==> src/hdl/wrc_pkg.sv <==
// ----------------------------------------------------------------------------
// wrc_pkg: shared types and constants for the weighted roulette select table
// Table geometry, operation and status codes, entry and chain control types.
// ----------------------------------------------------------------------------
`default_nettype none

package wrc_pkg;

  localparam int unsigned MAX_ENTRIES = 32;
  localparam int unsigned WEIGHT_BITS = 16;

  localparam int unsigned ID_W        = 16;
  localparam int unsigned IN_WEIGHT_W = 16;
  localparam int unsigned FRAC_W      = 16;
  localparam int unsigned CNT_OUT_W   = 6;

  localparam int unsigned IDX_W = (MAX_ENTRIES > 1) ? $clog2(MAX_ENTRIES) : 1;
  localparam int unsigned CNT_W = $clog2(MAX_ENTRIES + 1);
  // worst-case sum of all weights fits in WEIGHT_BITS + IDX_W bits
  localparam int unsigned SUM_W = WEIGHT_BITS + IDX_W;

  typedef enum logic [1:0] {
    MODE_CLEAR  = 2'd0,
    MODE_APPEND = 2'd1,
    MODE_SELECT = 2'd2,
    MODE_REMOVE = 2'd3
  } mode_e;

  typedef enum logic [1:0] {
    STATUS_OK       = 2'd0,
    STATUS_EMPTY    = 2'd1,
    STATUS_FULL     = 2'd2,
    STATUS_NOTFOUND = 2'd3
  } status_e;

  typedef enum logic [1:0] {
    ST_IDLE,
    ST_SCAN,
    ST_DONE
  } state_e;

  typedef struct packed {
    logic [ID_W-1:0]        id;
    logic [WEIGHT_BITS-1:0] weight;
  } entry_t;

  // control from the sequencer to the row of cells
  typedef struct packed {
    logic   shift;
    entry_t tail;
  } chain_ctl_t;

endpackage

`default_nettype wire

==> src/hdl/wrc_req_if.sv <==
// ----------------------------------------------------------------------------
// wrc_req_if: request channel
// Valid/ready channel carrying one table operation per transaction.
// ----------------------------------------------------------------------------
`default_nettype none

interface wrc_req_if;
  import wrc_pkg::*;

  logic                    valid;
  logic                    ready;
  mode_e                   mode;
  logic [ID_W-1:0]         entry_id;
  logic [IN_WEIGHT_W-1:0]  weight;
  logic [FRAC_W-1:0]       rand_frac;

  modport source (output valid, mode, entry_id, weight, rand_frac, input ready);
  modport sink   (input valid, mode, entry_id, weight, rand_frac, output ready);
endinterface

`default_nettype wire

==> src/hdl/wrc_rsp_if.sv <==
// ----------------------------------------------------------------------------
// wrc_rsp_if: response channel
// Valid/ready channel carrying one result per transaction.
// ----------------------------------------------------------------------------
`default_nettype none

interface wrc_rsp_if;
  import wrc_pkg::*;

  logic                  valid;
  logic                  ready;
  status_e               status;
  logic [ID_W-1:0]       selected_id;
  logic [CNT_OUT_W-1:0]  entry_count;

  modport source (output valid, status, selected_id, entry_count, input ready);
  modport sink   (input valid, status, selected_id, entry_count, output ready);
endinterface

`default_nettype wire

==> src/hdl/weighted_roulette_select_table_core.sv <==
// ----------------------------------------------------------------------------
// weighted_roulette_select_table_core: ordered (id, weight) table with
// fitness-proportional selection.
//
// req_i carries one operation per transaction: clear, append, select or
// remove by id. rsp_o returns exactly one result per request: status,
// selected id and the entry count after the operation.
// The entries live in a row of MAX_ENTRIES cells that rotate by one slot per
// cycle while a scan runs. Append, select on a non-empty table and remove walk
// the whole row once: one full rotation, then a done state that posts the
// result to the result register; no new request is taken until the sequencer
// is back in idle. Clear, append to a full table and select on an empty table
// answer the cycle after acceptance. The rotation length sets the rate.
// The select pick is floor(total * rand_frac / 65536), formed at acceptance.
// Reset empties the table (count and weight total zero); entry contents are
// not cleared. While the response is held by a stalled receiver, no new
// request is taken and a finished scan waits for the result register.
// ----------------------------------------------------------------------------
`default_nettype none

module weighted_roulette_select_table_core (
  input  wire logic  clk_i,
  input  wire logic  rst_ni,
  wrc_req_if.sink    req_i,
  wrc_rsp_if.source  rsp_o
);
  import wrc_pkg::*;

  entry_t     cell_data [MAX_ENTRIES];
  chain_ctl_t chain;

  wrc_ctrl u_ctrl (
    .clk_i   (clk_i),
    .rst_ni  (rst_ni),
    .req_i   (req_i),
    .rsp_o   (rsp_o),
    .head_i  (cell_data[0]),
    .next_i  (cell_data[1]),
    .chain_o (chain)
  );

  for (genvar k = 0; k < MAX_ENTRIES; k++) begin : g_cell
    entry_t shift_in;
    if (k == MAX_ENTRIES - 1) begin : g_tail
      assign shift_in = chain.tail;
    end else begin : g_body
      assign shift_in = cell_data[k+1];
    end

    wrc_cell u_cell (
      .clk_i      (clk_i),
      .shift_i    (chain.shift),
      .shift_in_i (shift_in),
      .data_o     (cell_data[k])
    );
  end

endmodule

`default_nettype wire

==> src/hdl/wrc_cell.sv <==
// ----------------------------------------------------------------------------
// wrc_cell: one table slot
// Holds one (id, weight) entry and loads its shift input (the next cell's entry, or the chain tail) on each shift.
// ----------------------------------------------------------------------------
`default_nettype none

module wrc_cell (
  input  wire logic            clk_i,
  input  wire logic            shift_i,
  input  wrc_pkg::entry_t      shift_in_i,
  output wrc_pkg::entry_t      data_o
);
  import wrc_pkg::*;

  entry_t data_q;

  always_ff @(posedge clk_i) begin
    if (shift_i) begin
      data_q <= shift_in_i;
    end
  end

  assign data_o = data_q;

endmodule

`default_nettype wire

==> src/hdl/wrc_ctrl.sv <==
// ----------------------------------------------------------------------------
// wrc_ctrl: operation sequencer
// Runs one rotation of the cell row per scanning operation, keeps count and
// weight total, and holds the result register.
// ----------------------------------------------------------------------------
`default_nettype none

module wrc_ctrl (
  input  wire logic           clk_i,
  input  wire logic           rst_ni,
  wrc_req_if.sink             req_i,
  wrc_rsp_if.source           rsp_o,
  input  wrc_pkg::entry_t     head_i,
  input  wrc_pkg::entry_t     next_i,
  output wrc_pkg::chain_ctl_t chain_o
);
  import wrc_pkg::*;

  state_e                state_q, state_d;
  mode_e                 op_q, op_d;
  entry_t                key_q, key_d;
  logic [SUM_W-1:0]      pick_q, pick_d;
  logic [SUM_W-1:0]      run_q, run_d;
  logic [IDX_W-1:0]      t_q, t_d;
  logic                  found_q, found_d;
  logic [ID_W-1:0]       sel_q, sel_d;
  logic [CNT_W-1:0]      count_q, count_d;
  logic [SUM_W-1:0]      total_q, total_d;

  logic                  rsp_valid_q, rsp_valid_d;
  status_e               status_q, status_d;
  logic [ID_W-1:0]       rsp_sel_q, rsp_sel_d;
  logic [CNT_OUT_W-1:0]  rsp_cnt_q, rsp_cnt_d;

  logic                  req_fire, slot_free, needs_scan;
  logic                  in_range, last_live, scan_last;
  logic                  sel_hit, rm_hit;
  logic [SUM_W-1:0]      run_sum;
  logic [SUM_W+FRAC_W-1:0] prod;
  logic [CNT_W-1:0]      t_ext;

  assign slot_free = !rsp_valid_q || rsp_o.ready;
  assign req_fire  = req_i.valid && req_i.ready;

  always_comb begin
    unique case (req_i.mode)
      MODE_APPEND: needs_scan = (count_q < CNT_W'(MAX_ENTRIES));
      MODE_SELECT: needs_scan = (count_q != '0);
      MODE_REMOVE: needs_scan = 1'b1;
      MODE_CLEAR:  needs_scan = 1'b0;
      default:     needs_scan = 1'b0;
    endcase
  end

  assign prod      = total_q * req_i.rand_frac;
  assign t_ext     = CNT_W'(t_q);
  assign in_range  = (t_ext < count_q);
  assign last_live = (t_ext == count_q - CNT_W'(1));
  assign scan_last = (t_q == IDX_W'(MAX_ENTRIES - 1));
  assign run_sum   = run_q + SUM_W'(head_i.weight);
  assign sel_hit   = (op_q == MODE_SELECT) && in_range && !found_q && (run_sum > pick_q);
  assign rm_hit    = (op_q == MODE_REMOVE) && in_range && !found_q && (head_i.id == key_q.id);

  // next state
  always_comb begin
    state_d = state_q;
    unique case (state_q)
      ST_IDLE: if (req_fire && needs_scan) state_d = ST_SCAN;
      ST_SCAN: if (scan_last) state_d = ST_DONE;
      ST_DONE: if (slot_free) state_d = ST_IDLE;
      default: state_d = ST_IDLE;
    endcase
  end

  // datapath and result
  always_comb begin
    op_d        = op_q;
    key_d       = key_q;
    pick_d      = pick_q;
    run_d       = run_q;
    t_d         = t_q;
    found_d     = found_q;
    sel_d       = sel_q;
    count_d     = count_q;
    total_d     = total_q;
    rsp_valid_d = rsp_valid_q && !rsp_o.ready;
    status_d    = status_q;
    rsp_sel_d   = rsp_sel_q;
    rsp_cnt_d   = rsp_cnt_q;

    unique case (state_q)
      ST_IDLE: begin
        if (req_fire) begin
          op_d      = req_i.mode;
          key_d     = '{id: req_i.entry_id, weight: WEIGHT_BITS'(req_i.weight)};
          pick_d    = prod[SUM_W+FRAC_W-1:FRAC_W];
          run_d     = '0;
          t_d       = '0;
          found_d   = 1'b0;
          sel_d     = '0;
          if (!needs_scan) begin
            rsp_valid_d = 1'b1;
            rsp_sel_d   = '0;
            rsp_cnt_d   = CNT_OUT_W'(count_q);
            unique case (req_i.mode)
              MODE_CLEAR: begin
                count_d   = '0;
                total_d   = '0;
                status_d  = STATUS_OK;
                rsp_cnt_d = '0;
              end
              MODE_APPEND: status_d = STATUS_FULL;
              MODE_SELECT: status_d = STATUS_EMPTY;
              default:     status_d = STATUS_OK;
            endcase
          end
        end
      end
      ST_SCAN: begin
        t_d = t_q + IDX_W'(1);
        if (in_range) begin
          run_d = run_sum;
        end
        if (sel_hit) begin
          found_d = 1'b1;
          sel_d   = head_i.id;
        end else if ((op_q == MODE_SELECT) && in_range && !found_q && last_live) begin
          sel_d = head_i.id;  // no running sum passed pick: last entry wins
        end
        if (rm_hit) begin
          found_d = 1'b1;
          total_d = total_q - SUM_W'(head_i.weight);
        end
      end
      ST_DONE: begin
        if (slot_free) begin
          rsp_valid_d = 1'b1;
          rsp_sel_d   = '0;
          status_d    = STATUS_OK;
          rsp_cnt_d   = CNT_OUT_W'(count_q);
          unique case (op_q)
            MODE_APPEND: begin
              count_d   = count_q + CNT_W'(1);
              total_d   = total_q + SUM_W'(key_q.weight);
              rsp_cnt_d = CNT_OUT_W'(count_q + CNT_W'(1));
            end
            MODE_SELECT: rsp_sel_d = sel_q;
            MODE_REMOVE: begin
              if (found_q) begin
                count_d   = count_q - CNT_W'(1);
                rsp_cnt_d = CNT_OUT_W'(count_q - CNT_W'(1));
              end else begin
                status_d = STATUS_NOTFOUND;
              end
            end
            default: status_d = STATUS_OK;
          endcase
        end
      end
      default: ;
    endcase
  end

  // outputs
  always_comb begin
    req_i.ready       = (state_q == ST_IDLE) && slot_free;
    rsp_o.valid       = rsp_valid_q;
    rsp_o.status      = status_q;
    rsp_o.selected_id = rsp_sel_q;
    rsp_o.entry_count = rsp_cnt_q;

    chain_o.shift = (state_q == ST_SCAN);
    chain_o.tail  = head_i;
    // append drops the new entry in right after the last live one
    if ((op_q == MODE_APPEND) && (t_ext == count_q)) begin
      chain_o.tail = key_q;
    end
    // once the removed entry is at the head, skip it by taking its follower
    if ((op_q == MODE_REMOVE) && (found_q || rm_hit)) begin
      chain_o.tail = next_i;
    end
  end

  always_ff @(posedge clk_i or negedge rst_ni) begin
    if (!rst_ni) begin
      state_q     <= ST_IDLE;
      count_q     <= '0;
      total_q     <= '0;
      rsp_valid_q <= 1'b0;
      t_q         <= '0;
      found_q     <= 1'b0;
    end else begin
      state_q     <= state_d;
      count_q     <= count_d;
      total_q     <= total_d;
      rsp_valid_q <= rsp_valid_d;
      t_q         <= t_d;
      found_q     <= found_d;
    end
  end

  always_ff @(posedge clk_i) begin
    op_q      <= op_d;
    key_q     <= key_d;
    pick_q    <= pick_d;
    run_q     <= run_d;
    sel_q     <= sel_d;
    status_q  <= status_d;
    rsp_sel_q <= rsp_sel_d;
    rsp_cnt_q <= rsp_cnt_d;
  end

endmodule

`default_nettype wire

==> src/flat_wrapper.sv <==
// flat-port wrapper written by rule: the top's interface ports become plain ports
module weighted_roulette_select_table_core_flat import wrc_pkg::*;
  (clk_i, rst_ni, req_i_valid, req_i_mode, req_i_entry_id, req_i_weight, req_i_rand_frac, req_i_ready, rsp_o_valid, rsp_o_status, rsp_o_selected_id, rsp_o_entry_count, rsp_o_ready);
  wrc_req_if req_i_i ();
  wrc_rsp_if rsp_o_i ();
  input  wire logic clk_i;
  input  wire logic rst_ni;
  input wire logic [$bits(req_i_i.valid)-1:0] req_i_valid;
  input wire logic [$bits(req_i_i.mode)-1:0] req_i_mode;
  input wire logic [$bits(req_i_i.entry_id)-1:0] req_i_entry_id;
  input wire logic [$bits(req_i_i.weight)-1:0] req_i_weight;
  input wire logic [$bits(req_i_i.rand_frac)-1:0] req_i_rand_frac;
  output wire logic [$bits(req_i_i.ready)-1:0] req_i_ready;
  output wire logic [$bits(rsp_o_i.valid)-1:0] rsp_o_valid;
  output wire logic [$bits(rsp_o_i.status)-1:0] rsp_o_status;
  output wire logic [$bits(rsp_o_i.selected_id)-1:0] rsp_o_selected_id;
  output wire logic [$bits(rsp_o_i.entry_count)-1:0] rsp_o_entry_count;
  input wire logic [$bits(rsp_o_i.ready)-1:0] rsp_o_ready;
  assign req_i_i.valid = req_i_valid;
  assign req_i_i.mode = req_i_mode;
  assign req_i_i.entry_id = req_i_entry_id;
  assign req_i_i.weight = req_i_weight;
  assign req_i_i.rand_frac = req_i_rand_frac;
  assign req_i_ready = req_i_i.ready;
  assign rsp_o_valid = rsp_o_i.valid;
  assign rsp_o_status = rsp_o_i.status;
  assign rsp_o_selected_id = rsp_o_i.selected_id;
  assign rsp_o_entry_count = rsp_o_i.entry_count;
  assign rsp_o_i.ready = rsp_o_ready;
  weighted_roulette_select_table_core u_core (.clk_i(clk_i), .rst_ni(rst_ni), .req_i(req_i_i), .rsp_o(rsp_o_i));
endmodule
==> config.mk <==
export PLATFORM = sky130hd
export DESIGN_NAME = weighted_roulette_select_table_core_flat
export DESIGN_NICKNAME = d
export VERILOG_FILES = /design/src/hdl/wrc_pkg.sv /design/src/hdl/wrc_req_if.sv /design/src/hdl/wrc_rsp_if.sv /design/src/hdl/weighted_roulette_select_table_core.sv /design/src/hdl/wrc_cell.sv /design/src/hdl/wrc_ctrl.sv /design/src/flat_wrapper.sv
export SDC_FILE = /design/constraint.sdc
export NUM_CORES = 2
export LEC_CHECK = 0
export ABC_AREA = 1
export BUFFER_PORTS_ARGS = -buffer_cell sky130_fd_sc_hd__buf_2
export CORE_UTILIZATION = 40
export DETAILED_ROUTE_END_ITERATION = 7
export GPL_TIMING_DRIVEN = 0
export SETUP_SLACK_MARGIN = 0.4
export SLEW_MARGIN = 20
export SYNTH_ARGS = -nofsm -noshare
export SYNTH_HDL_FRONTEND = slang
export SYNTH_SLANG_ARGS = --single-unit
==> constraint.sdc <==
create_clock -name clk_i -period 33.3 [get_ports clk_i]
set_input_delay 0 -clock clk_i [delete_from_list [all_inputs] [get_ports clk_i]]
set_output_delay 0 -clock clk_i [all_outputs]
set_load 0.005 [all_outputs]
======== Word level (Yosys, flattened, before mapping) ========
Index checks and enable logic that the tools add are counted.
storage, ports and cells
  flip-flop bits (word level) ............. 1176
  input bits .............................. 54
  output and inout port bits .............. 26
  word-level logic and storage cells ...... 194
operators by class
  order comparisons ....................... 3
  muxes and demuxes ....................... 50
  reductions and logical operators ........ 32
  $mul .................................... 1
  add/sub/neg operators ................... 6
  equal/unequal tests ..................... 23
operators by type and width
  operator                                                          number
  21-bit 2-to-1 mux                                                 8
  16-bit 2-to-1 mux                                                 7
  32-bit 2-to-1 mux                                                 2
  16-bit one-hot mux with 2 select lines                            2
  21-bit one-hot mux with 3 select lines                            1
  21-bit by 16-bit adder with 21-bit output                         2
  21-bit one-hot mux with 2 select lines                            1
  21-bit by 16-bit multiplier with 37-bit output                    1
  6-bit 2-to-1 mux                                                  5
  6-bit one-hot mux with 2 select lines                             2
  21-bit greater-than comparator                                    1
  21-bit by 16-bit subtractor with 21-bit output                    1
  16-bit equality test                                              1
  2-bit 2-to-1 mux                                                  8
  1-bit logical AND                                                 13
  5-bit by 6-bit equality test with 1-bit output                    2
  3-bit AND reduction                                               4
  2-bit equality test (second input constant)                       5
  2-bit != test (second input constant)                             5
  5-bit one-hot mux with 2 select lines                             1
  2-bit by 1-bit != test with 1-bit output (second input constant)  4
  2-bit one-hot mux with 2 select lines                             2
  7-bit AND reduction                                               1
  6-bit by 1-bit adder with 6-bit output (second input constant)    1
  other kinds (20)                                                  35

======== Logic depth before layout (Yosys ltp) ========
  depth after elaboration ................. 7
  mapped depth ............................ 27

======== Hierarchy ========
Synthesis repeated with hierarchy kept, for this count alone.
second synthesis, totals
  cells, all modules ...................... 3846
  area total of the unflattened synthesis .. 52611.7 um^2
modules (own cells, without submodules)
  module    area an instance (um^2)  cells each  times used  seq. area each (um^2)
  wrc_cell  960.9                    32          32          960.9
  wrc_ctrl  21862.2                  2822        1           4384.2

======== Worst setup path after synthesis ========
No wires, ideal clock.
  path kind ............................... register -> register
  start point ............................. register u_core.u_ctrl.state_q[1]
  end point ............................... register u_core.u_ctrl.run_q[0] (enable)
  clock period less this slack ............ 26.672 ns
  buffers on the path ..................... 1
  cell stages (with the launch flop) ...... 8
  arrival time ............................ 26.266 ns
  setup slack ............................. 6.628 ns
  required time ........................... 32.894 ns
  path through ............................ dfrtp_1 > inv_1 > ha_1 > clkbuf_1 > inv_1 > o21ai_0 > inv_1 > a21oi_1
RTL lines
  element                   RTL line         text
  start: declaration        wrc_ctrl.sv:19   state_e state_q, state_d;
  start signal: assignment  wrc_ctrl.sv:193  state_q <= state_d;
  end signal: assignment    wrc_ctrl.sv:206  run_q <= run_d;
  end: declaration          wrc_ctrl.sv:23   logic [SUM_W-1:0] run_q, run_d;

======== Worst setup path after layout ========
  start point ............................. register u_core.u_ctrl.total_q[12]
  end point ............................... register u_core.u_ctrl.pick_q[13], data pin
on the way
  longest elaborated chain between the ends .. 1
RTL lines
  element                                         RTL line         text
  start: declaration                              wrc_ctrl.sv:28   logic [SUM_W-1:0] total_q, total_d;
  start signal: assignment                        wrc_ctrl.sv:195  total_q <= total_d;
  21-bit by 16-bit multiplier with 37-bit output  wrc_ctrl.sv:55   assign prod = total_q * req_i.rand_frac;
  named net u_core.u_ctrl.prod[29]                wrc_ctrl.sv:39   logic [SUM_W+FRAC_W-1:0] prod;
  end signal: assignment                          wrc_ctrl.sv:205  pick_q <= pick_d;
  end: declaration                                wrc_ctrl.sv:22   logic [SUM_W-1:0] pick_q, pick_d;
The timed path passes the listed nets, and every way through them passes these cells.
A chain may end at the register's enable or synchronous reset.

==> results.tsv <==
stage	metric	value	unit
final_layout	final layout net count	4602	
detailed_routing	Pre-Repair DR Iteration Count	5	
yosys	EDFF count, synth	1140	
detailed_routing	WL per Instance	17.7	um
sta	Worst Tran Pin Value	0.907	ns
yosys	number of synthesized register bits	1176	
die	Ports	80	
global_route	number of global-route vias before repair	27500	
cts	clock-pin slew on the worst setup and hold paths	0.07	ns
cts	TritonCTS clock tree	yes	
global_route	total grt overflow	0	
cts	total CTS buffers	103	
global_route	global-route wire length before repair	161	mm
detailed_routing	vias per cell	4.74	
die	initial core utilization	40.3	%
yosys	Synth top cells by count	edfxtp_1, nand2_1, inv_1	
yosys	Synth area leaders	edfxtp_1, fa_1, nand2_1, inv_1, ha_1	
yosys	most frequent cell after synthesis	edfxtp_1	
detailed_routing	vias	28100	
yosys	Synth top area share	65.5	%
global_route	number of antenna violations at the first check in global routing	12	
sta	final setup fails	0	
final_layout	Layout area overhead	13.4	%
yosys	fraction of registers with async set/reset	3.06	%
die	site row count	132	
sta	Period Utilization, post-route	20.6	%
yosys	Synthesized Nets	4342	
yosys	post-synthesis instance area	52300	um^2
detailed_routing	antenna-violating nets left	0	
place	placed cells	5692	
place	PortBufs	79	
yosys	Mean Syn Cell Area	13.6	um^2
global_route	largest net degree at the start of global routing	62	
hold_path	Hold Path Class	primary input to register	
final_layout	diode count	0	
die	Die W	364	um
critical_path	startpoint types	register	
yosys	register area share after synthesis	67.2	%
cts	post_cts resized	0	
cts	Longest Clk Path Bufs	3	
die	die area	132000	um^2
critical_path	Data arrival, critical path	7.30	ns
cts	CTS sink cnt	1176	
sta	f_max	0.146	GHz
critical_path	Worst Setup End Kind	register	
yosys	Yosys Warn Count	0	
cts	clock root buffer master	clkbuf_16	
die	core area	130000	um^2
final_layout	share of layout cells above drive strength 1	6.85	%
yosys	Yosys top cell by area	edfxtp_1	
detailed_routing	Initial DRC Count	2455	
sta	clk_skew	0.0464	ns
place	post-detail-place hpwl	75.1	mm
sta	hold_ws	0.0488	ns
sta	max_slew headroom	38.9	%
final_layout	fillers	11600	
critical_path	WS Path Type	register to register	
outcome	status	complete, no violations	
yosys	Top FF cell, synth	edfxtp_1	
cts	clk_lat worst skew	0.70	ns
cts	CTS H-tree lvls	3	
critical_path	Max Fanout on Critical Path	10	
detailed_routing	DRT Wirelength	105	mm
final_layout	final non-filler cell total	5934	
critical_path	Critical Path RT	33.74	ns
place	routability cong.	0.921	
global_route	overall routing resource usage	16.1	%
yosys	Synth Instances	3845	
sta	RSZ-0062 raised after global routing	no	
yosys	synth unique cells	49	
sta	Max Transition Viols Final	0	
sta	Min Clock Period, post-route	6.86	ns
die	die height	364	um
sta	final hold vios	0	
flow_run	Max Cap Viol	0	
detailed_routing	drt drc	0	
layer usage:
metal / routed length [um] / GRT usage, % / up-vias
met2: 44100 / 22.9 / 692
met3: 6010 / 2.58 / 177
li1: - / - / 13300
met5: 40 / 0 / -
met4: 2960 / 4.98 / 6
met1: 51700 / 25.0 / 14000
area by class of cell:
class | count | area, um^2 | area share (%)
plain buffers | 100 | 404 | 0.682
clock buffers | 133 | 2720 | 4.59
clock inverters | 59 | 583 | 0.984
inverters | 682 | 2560 | 4.32
multi-input cells | 1887 | 14200 | 24.0
flip-flops and latches | 1176 | 35100 | 59.3
well taps | 1742 | 2180 | 3.68
repair buffers | 155 | 1470 | 2.48
kinds of logic after synthesis:
logic type / synth area share [%]
DFF: 67.2
and+or+nand+nor: 8.25
buffers and inverters: 5.67
adders and majority gates: 14.4
xor gates and xnor gates: 1.01
muxes: 0.421
AOI/OAI and AO/OA: 3.03
cell usage in the layout, fill, tap and decap left out, drive strengths merged, types with 10 or more instances in the layout:
master and n:
nor3 35, buf 121, nand3 78, nor2 156, dlygate4sd3 50, xnor2 19
edfxtp 1140, clkinv 45, fa 265, ha 178, dfrtp 36, a21oi 108
o21ai 137, inv 686, nand2 771, clkbuf 217, nand4 18, o21bai 10
mux2i 22, xor2 41
what timing repair did:
item / CTS / global route
hold endpoints to repair: 104 / 36
buffers inserted: 0 / 0
hold buffers: 49 / 1
flip-flops by register name, summed over array words and instances, names as in the netlist, 16 cells and up:
name / count
u_core.u_ctrl.total_q: 21
u_core.u_ctrl.sel_q: 16
u_core.g_cell.u_cell.data_o: 1024
u_core.u_ctrl.rsp_o.selected_id: 16
u_core.u_ctrl.pick_q: 21
u_core.u_ctrl.key_q: 32
u_core.u_ctrl.run_q: 21
per-stage QoR:
stage                     TNS, ns  utilization (%)  cell area [um^2]  setup slack, ns
after floorplan                 0                -             52300             6.63
after global routing            0             45.7             59300            26.07
after detailed placement        0             42.8             55400            26.42
after global placement     -53.39             42.3             54900            -1.97
after CTS                       0             45.7             59200            26.41
final                           0             45.7             59300            26.44
final timing paths:
| path | to | slack [ns] | start | cells past startpoint |
|---|---|---|---|---|
| worst max-delay path | u_core.u_ctrl.pick_q[13]$_DFFE_PP_ | 26.44 | u_core.u_ctrl.total_q[12]$_DFFE_PN0P_ | 21 |
| max in group asynchronous | u_core.u_ctrl.count_q[3]$_DFFE_PN0P_ | 32.43 | rst_ni | 3 |
| worst max register to register | u_core.u_ctrl.pick_q[13]$_DFFE_PP_ | 26.44 | u_core.u_ctrl.total_q[12]$_DFFE_PN0P_ | 21 |
| worst min-delay path | u_core.u_ctrl.key_q[17]$_DFFE_PP_ | 0.05 | req_i_entry_id[1] | 2 |
| min in group asynchronous | u_core.u_ctrl.rsp_o.valid$_DFF_PN0_ | 0.47 | rst_ni | 3 |
| worst min register to register | u_core.g_cell[17].u_cell.data_o[5]$_DFFE_PP_ | 0.39 | u_core.g_cell[18].u_cell.data_o[5]$_DFFE_PP_ | 0 |
critical path: stages, from the launching register on:
cell      delay, ns
dfrtp_1        0.34
clkbuf_1       0.60
clkbuf_1       0.58
nand2_1        0.16
fa_1           0.55
inv_1          0.06
fa_1           0.49
fa_1           0.63
fa_1           0.47
fa_1           0.49
inv_1          0.05
fa_1           0.56
inv_1          0.06
ha_1           0.35
a21oi_1        0.23
o21ai_0        0.22
a21oi_1        0.22
nand3_1        0.23
nand2_1        0.15
nand2_1        0.06
nand2_1        0.05
nand2_1        0.06
Power is not shown: default switching activity piles up to over one toggle a cycle in this logic, so the estimate is an artifact.
